**config.mk**
```make
export PLATFORM = sky130hd
export DESIGN_NAME = max_rectangle_of_ones_top
export DESIGN_NICKNAME = d
export VERILOG_FILES = /design/src/rtl/core/mro_pkg.sv /design/src/rtl/core/max_rectangle_of_ones_top.sv
export SDC_FILE = /design/constraint.sdc
export NUM_CORES = 2
export LEC_CHECK = 0
export BUFFER_PORTS_ARGS = -buffer_cell sky130_fd_sc_hd__buf_2
export CORE_MARGIN = 2
export CORE_UTILIZATION = 67
export DETAILED_ROUTE_END_ITERATION = 10
export PLACE_DENSITY_LB_ADDON = 0.12
export SLEW_MARGIN = 15
export SYNTH_ARGS = -nofsm -noshare
export SYNTH_HDL_FRONTEND = slang
export SYNTH_SLANG_ARGS = --single-unit
export TNS_END_PERCENT = 30
```
**constraint.sdc**
```tcl
create_clock -name clk -period 16.8 [get_ports clk]
set_clock_uncertainty 0.15 [all_clocks]
set_input_delay 0 -clock clk [delete_from_list [all_inputs] [get_ports clk]]
set_output_delay 0 -clock clk [all_outputs]
set_load 0.02 [all_outputs]
```
**src/rtl/core/mro_pkg.sv**
```systemverilog
// Shared constants, types and helpers for the max rectangle of ones block.
`default_nettype none

package mro_pkg;

  localparam int MAX_ROWS    = 64;
  localparam int MAX_COLUMNS = 64;

  // Fixed field widths
  localparam int COUNT_W     = 7;
  localparam int AREA_W      = 13;
  localparam int CFG_INDEX_W = 2;
  localparam int AREA_LIMIT  = (1 << AREA_W) - 1;

  // Register indexes
  localparam logic [CFG_INDEX_W-1:0] REG_ROW_COUNT    = CFG_INDEX_W'(0);
  localparam logic [CFG_INDEX_W-1:0] REG_COLUMN_COUNT = CFG_INDEX_W'(1);

  // Derived widths
  localparam int COL_W    = (MAX_COLUMNS > 1) ? $clog2(MAX_COLUMNS) : 1;
  localparam int ROW_W    = (MAX_ROWS > 1) ? $clog2(MAX_ROWS) : 1;
  localparam int HEIGHT_W = $clog2(MAX_ROWS + 1);
  localparam int POS_W    = $clog2(MAX_COLUMNS + 1);
  localparam int CMP_BASE = (POS_W > HEIGHT_W) ? POS_W : HEIGHT_W;
  localparam int CMP_W    = ((CMP_BASE > COUNT_W) ? CMP_BASE : COUNT_W) + 1;
  localparam int PROD_W   = (HEIGHT_W + POS_W > AREA_W) ? HEIGHT_W + POS_W : AREA_W + 1;
  localparam int AREA_CAP = (MAX_ROWS * MAX_COLUMNS > AREA_LIMIT) ? AREA_LIMIT
                                                                  : MAX_ROWS * MAX_COLUMNS;

  // One histogram stack entry: left edge of the bar's span and its height
  typedef struct packed {
    logic [COL_W-1:0]    left;
    logic [HEIGHT_W-1:0] height;
  } stack_entry_t;

  // Zero acts as one, anything above the maximum saturates to it
  function automatic logic [CMP_W-1:0] clamp_count(input logic [COUNT_W-1:0] v,
                                                   input logic [CMP_W-1:0]   maxv);
    logic [CMP_W-1:0] wide;
    wide = CMP_W'(v);
    if (v == '0) begin
      return CMP_W'(1);
    end else if (wide > maxv) begin
      return maxv;
    end
    return wide;
  endfunction

endpackage

`default_nettype wire

```
**src/rtl/core/max_rectangle_of_ones_top.sv**
```systemverilog
// Max rectangle of ones: streamed binary matrix in, largest all-ones rectangle area out.
`default_nettype none

// Cells arrive one word at a time in row-major order; row_count and column_count
// (zero acts as one, above 64 saturates) set the matrix shape. For each cell its
// column height is read from the height memory and then written back. The last
// cell of a row then runs a stack scan of the height histogram on a single shared
// multiply/compare datapath: each column passes through a load and a compare step,
// and each stack pop adds a pop step. After the last row the area is loaded into
// the output register as the matrix state clears; the next cell can be taken
// while that result waits. If a previous result is still not taken, the block
// holds at the end of the matrix until it is. Register writes are taken only
// while the block waits for a cell, and a pending write holds off the cell word.
module max_rectangle_of_ones_top
  import mro_pkg::*;
(
  input  logic                   clk,
  input  logic                   rst,
  input  logic                   cfg_valid,
  output logic                   cfg_ready,
  input  logic [CFG_INDEX_W-1:0] cfg_index,
  input  logic [COUNT_W-1:0]     cfg_data,
  input  logic                   in_valid,
  output logic                   in_ready,
  input  logic                   cell_req,
  output logic                   out_valid,
  input  logic                   out_ready,
  output logic [AREA_W-1:0]      max_area
);

  localparam logic [2:0] S_IDLE = 3'd0;
  localparam logic [2:0] S_CELL = 3'd1;
  localparam logic [2:0] S_LOAD = 3'd2;
  localparam logic [2:0] S_CMP  = 3'd3;
  localparam logic [2:0] S_POP  = 3'd4;
  localparam logic [2:0] S_END  = 3'd5;

  logic [2:0]          state;
  logic [COUNT_W-1:0]  row_count;
  logic [COUNT_W-1:0]  column_count;
  logic [COL_W-1:0]    column_index;
  logic [ROW_W-1:0]    row_index;
  logic [AREA_W-1:0]   best_area;
  logic                cell_bit;

  logic [HEIGHT_W-1:0]    height_mem [MAX_COLUMNS];
  logic [MAX_COLUMNS-1:0] height_vld;
  logic [HEIGHT_W-1:0]    height_rd;
  logic                   height_rd_vld;

  stack_entry_t        stack_mem [MAX_COLUMNS];
  stack_entry_t        stack_rd;
  stack_entry_t        top;
  logic [POS_W-1:0]    depth;
  logic [POS_W-1:0]    pos;
  logic [COL_W-1:0]    push_left;
  logic [PROD_W-1:0]   area_reg;

  logic [CMP_W-1:0]    rows_eff;
  logic [CMP_W-1:0]    cols_eff;
  logic                rd_en;
  logic [COL_W-1:0]    rd_addr;
  logic [HEIGHT_W-1:0] height_cur;
  logic [HEIGHT_W-1:0] height_next;
  logic                col_last;
  logic                row_last;
  logic                pos_live;
  logic [HEIGHT_W-1:0] scan_cur;
  logic                pop;
  logic                push;
  stack_entry_t        push_entry;
  logic [POS_W-1:0]    span;
  logic [PROD_W-1:0]   product;
  logic [POS_W-1:0]    depth_m2;
  logic [AREA_W-1:0]   area_sat;
  logic                out_free;

  assign cfg_ready = (state == S_IDLE);
  assign in_ready  = (state == S_IDLE) && !cfg_valid;

  assign rows_eff = clamp_count(row_count, CMP_W'(MAX_ROWS));
  assign cols_eff = clamp_count(column_count, CMP_W'(MAX_COLUMNS));

  // Cell update: read height at the current column, then write it back
  assign rd_en   = (in_valid && in_ready) || (state == S_LOAD);
  assign rd_addr = (state == S_IDLE) ? column_index : pos[COL_W-1:0];

  assign height_cur  = height_rd_vld ? height_rd : '0;
  assign height_next = !cell_bit ? '0 :
                       (height_cur < HEIGHT_W'(MAX_ROWS)) ? height_cur + HEIGHT_W'(1)
                                                          : height_cur;
  assign col_last = (CMP_W'(column_index) + CMP_W'(1)) >= cols_eff;
  assign row_last = (CMP_W'(row_index) + CMP_W'(1)) >= rows_eff;

  // Histogram scan; the position past the last column acts as a zero bar
  assign pos_live = CMP_W'(pos) < cols_eff;
  assign scan_cur = pos_live ? height_cur : '0;
  assign pop      = (state == S_CMP) && (depth != '0) && (top.height >= scan_cur);
  assign push     = (state == S_CMP) && !pop && pos_live;

  assign push_entry.left   = push_left;
  assign push_entry.height = scan_cur;

  assign span     = pos - POS_W'(top.left);
  assign product  = PROD_W'(top.height) * PROD_W'(span);
  assign depth_m2 = depth - POS_W'(2);
  assign area_sat = (area_reg > PROD_W'(AREA_LIMIT)) ? AREA_W'(AREA_LIMIT)
                                                     : area_reg[AREA_W-1:0];
  assign out_free = !out_valid || out_ready;

  always_ff @(posedge clk) begin
    if (rd_en) begin
      height_rd     <= height_mem[rd_addr];
      height_rd_vld <= height_vld[rd_addr];
    end
    if (state == S_CELL) begin
      height_mem[column_index] <= height_next;
    end
  end

  always_ff @(posedge clk) begin
    if (push) begin
      stack_mem[depth[COL_W-1:0]] <= push_entry;
    end
    if (pop) begin
      stack_rd <= stack_mem[depth_m2[COL_W-1:0]];
    end
  end

  always_ff @(posedge clk) begin
    if (rst) begin
      row_count    <= COUNT_W'(64);
      column_count <= COUNT_W'(64);
    end else if (cfg_valid && cfg_ready) begin
      case (cfg_index)
        REG_ROW_COUNT:    row_count    <= cfg_data;
        REG_COLUMN_COUNT: column_count <= cfg_data;
        default:          ;
      endcase
    end
  end

  always_ff @(posedge clk) begin
    if (rst) begin
      state        <= S_IDLE;
      column_index <= '0;
      row_index    <= '0;
      best_area    <= '0;
      height_vld   <= '0;
      depth        <= '0;
      pos          <= '0;
      out_valid    <= 1'b0;
    end else begin
      if (state == S_END && row_last && out_free) begin
        out_valid <= 1'b1;
      end else if (out_valid && out_ready) begin
        out_valid <= 1'b0;
      end
      case (state)
        S_IDLE: begin
          if (in_valid && in_ready) begin
            cell_bit <= cell_req;
            state    <= S_CELL;
          end
        end
        S_CELL: begin
          height_vld[column_index] <= 1'b1;
          if (col_last) begin
            column_index <= '0;
            pos          <= '0;
            depth        <= '0;
            state        <= S_LOAD;
          end else begin
            column_index <= column_index + COL_W'(1);
            state        <= S_IDLE;
          end
        end
        S_LOAD: begin
          push_left <= pos[COL_W-1:0];
          state     <= S_CMP;
        end
        S_CMP: begin
          if (pop) begin
            area_reg  <= product;
            push_left <= top.left;
            depth     <= depth - POS_W'(1);
            state     <= S_POP;
          end else if (pos_live) begin
            top   <= push_entry;
            depth <= depth + POS_W'(1);
            pos   <= pos + POS_W'(1);
            state <= S_LOAD;
          end else begin
            state <= S_END;
          end
        end
        S_POP: begin
          top <= stack_rd;
          if (area_sat > best_area) begin
            best_area <= area_sat;
          end
          state <= S_CMP;
        end
        S_END: begin
          if (!row_last) begin
            row_index <= row_index + ROW_W'(1);
            state     <= S_IDLE;
          end else if (out_free) begin
            // deliver the area and clear the matrix
            max_area   <= best_area;
            best_area  <= '0;
            row_index  <= '0;
            height_vld <= '0;
            state      <= S_IDLE;
          end
        end
        default: state <= S_IDLE;
      endcase
    end
  end

`ifndef SYNTH
  a_stack_depth: assert property (@(posedge clk) disable iff (rst)
    (state == S_CMP) |-> (depth <= pos))
    else $error("scan stack deeper than columns scanned");

  a_accept_to_cell: assert property (@(posedge clk) disable iff (rst)
    (in_valid && in_ready) |=> (state == S_CELL))
    else $error("accepted word did not start a cell update");

  a_best_tracks_pop: assert property (@(posedge clk) disable iff (rst)
    (state == S_POP) |=> (best_area >= $past(area_sat)))
    else $error("best area lost a popped rectangle");

  a_area_bound: assert property (@(posedge clk) disable iff (rst)
    out_valid |-> (max_area <= AREA_W'(AREA_CAP)))
    else $error("area exceeds matrix size");
`endif

endmodule

`default_nettype wire
```
==> results.toml <==
[clock_network]
h-tree-depth = 4
numCtsBuffers = 143
cts.sink_count = 1469
ctsHoldBuffers = 37
cts-root-buf = "clkbuf_16"
cts_resized = 0
clk_pin_slew_ns = 0.06
post-cts-setup-buffers = 0
cts_buffer_depth = 3
clkLatencyLatePin_ns = 0.77
cts_tree = "done"

[synthesis]
synth_fp_nets = 4077
synth-edff-count = 1348
synth_top_area_cell = "edfxtp_1"
synth_top_area_frac = 0.6671
ys_top_cells_by_count = "1348 x edfxtp_1, 629 x nand2_1, 296 x nor2_1"
synth-seq-cells = 1469
synth.most_common_cell = "edfxtp_1"
synthFlopType = "edfxtp_1"
ys_seq_area_frac = 0.7071
yosysWarnings = 0
async_flop_share = 0
synth_cell_types = 64
syn_area_per_cell_sq_um = 15.38
yosys-top-cells-area = "edfxtp_1 67%, mux4_2 9.7%, dfxtp_1 4.0%"
netlist_instances = 3944
synthesis.area_sq_um = 60670

[timing]
max_freq_mhz = 135.0
setup_viol = 0
fin_crit_ns = 7.405
tns_ns = 0
drv_slew = 0
finalHoldViolations = 0
grt_setup_unrepaired = "false"
worstMarginPinSlew_ns = 1.212
max-slew-margin-rel = 0.1897
fin_crit_sh = 0.4408

[global_route]
met2_usage = 0.5233
grt_max_degree = 161
grt_busiest_layer = "met2"
grt_pass1_vias = 35335
use_met1 = 0.4709
overflow = 0
grt_antenna_before_repair = 2
grt_pass1_wl_microns = 229500
grt_use_met3 = 0.06050
grt_use_total = 0.3355

[floorplan]
die_h_microns = 304.9
start_util = 0.6751
dieWidth_microns = 304.9
row_count = 110
core_area_sq_um = 89870
die-area_sq_um = 92980
pin_count = 31

[routing]
routed_wl_microns = 153300
drtPass1Iterations = 7
post-route-drc-count = 0
ant_nets = 0
drtIter0Drc = 5101
wl_per_cell_microns = 29.04
vias = 36052
via_per_inst = 6.832

[placement]
hpwlAfterDp_microns = 88510
io_buffers = 30
gp_congestion = 0.9096

[status]
status = "completed"

[layout]
syn_to_final_growth_pct = 10.27
largest_register_ffs = 832
drive_gt1_frac = 0.1532
fin_nets = 4121

[power_and_ir_drop]
powerDensity_nw_per_um2 = 109.0
power.total_uw = 7296
ir_worst_vdd_uv = 106.1
leakagePower_uw = 0.02185

[critical_path]
path_cells = "inv_1 > nand2_1 > ha_1 > o21a_1 > o211ai_1 > a21o_1 > a21oi_1 > nor2_4 > buf_4 > ha_1 > nor2b_1 > o21ai_0 > a211o_1 > a21oi_1 > nand4_1 > nor2_1"
end_kind = "flip-flop"
crit_path_top_delay_cell = "nor2_1"
critical-path-top-delay-family = "simple AND/OR/NAND/NOR gates"
crit_type = "reg -> reg"
path_max_fanout = 65
cp_num_buf_inv = 2
regToRegSetupSlack_ns = 9.39
critPathArrivalTime_ns = 7.61
max_stage_delay_ns = 1.30
start_kind = "flip-flop"
crit_required_ns = 17.01

[worst_hold_path]
hold_path.class = "in -> reg"

[job]
maxCapViolCount = 0
-- per-stage QoR --
stage,setup WS (ns),instances,area [sq um],hold slack [ns],utilization
after floorplan,10.84,3944,60670,-0.06545,-
after global routing,9.156,5276,66900,0.1478,0.7444
after detailed placement,9.663,4981,61930,0.03298,0.6891
after global placement,9.809,4981,61930,0.03004,0.6891
after CTS,9.554,5275,66850,0.1195,0.7438
final,9.395,5277,66910,0.1455,0.7444
-- worst min-delay path: stages --
cell and delay, ns:
dlygate4sd3_1 0.55, buf_2 0.11, nand4b_1 0.24, a21oi_1 0.10
-- per-layer routing --
layer,share of wire,vias up
met3,0.10,397
met5,0.000085,-
met1,0.37,18049
met2,0.48,2499
met4,0.049,2
li1,-,15105
-- report_power, final --
part           switching [uW]  internal [uW]  leakage (uW)
clock network            1390           1750       0.00220
logic                     135           41.0       0.00641
registers                4.75           3970        0.0132
total                    1530           5770        0.0218
-- path summary, 6_finish.rpt --
check | endpoint | depth (start not counted) | startpoint
min | state[0] | 4 | out_ready
max | stack_mem[13][0] | 16 | column_count[6]
min reg2reg | max_area[10] | 0 | best_area[10]
max reg2reg | stack_mem[13][0] | 16 | column_count[6]
-- cell type report --
type	instances	area [sq um]
Antenna cell	1	2.502
Clock buffer	172	3760
Clock inverter	85	784.5
Fill cell	5149	22970
Inverter	83	311.5
Multi-Input combinational cell	2174	16770
Sequential cell	1469	42910
Tap cell	1176	1471
Timing Repair Buffer	117	899.6
-- cells in the final DEF, fill, tap and decap left out, types with 37 or more instances in the layout --
master,n
a31oi_1,44
edfxtp_1,1348
ha_1,91
nand4_1,76
nor2_1,277
inv_1,76
nand3_1,279
nand2_1,627
buf_4,49
dlygate4sd3_1,37
dfxtp_1,119
a21oi_1,53
mux4_2,260
clkbuf_16,145
-- cells by family after synthesis --
kind of cell / Yosys count / synth area share
mux: 301 / 0.1034
compound gates: 283 / 0.03143
simple gates: 1438 / 0.1049
fa+ha+maj: 118 / 0.02755
buf+inv: 301 / 0.02070
xor+xnor: 34 / 0.004908
flops: 1469 / 0.7071
Power figures use the tool's default switching activity.
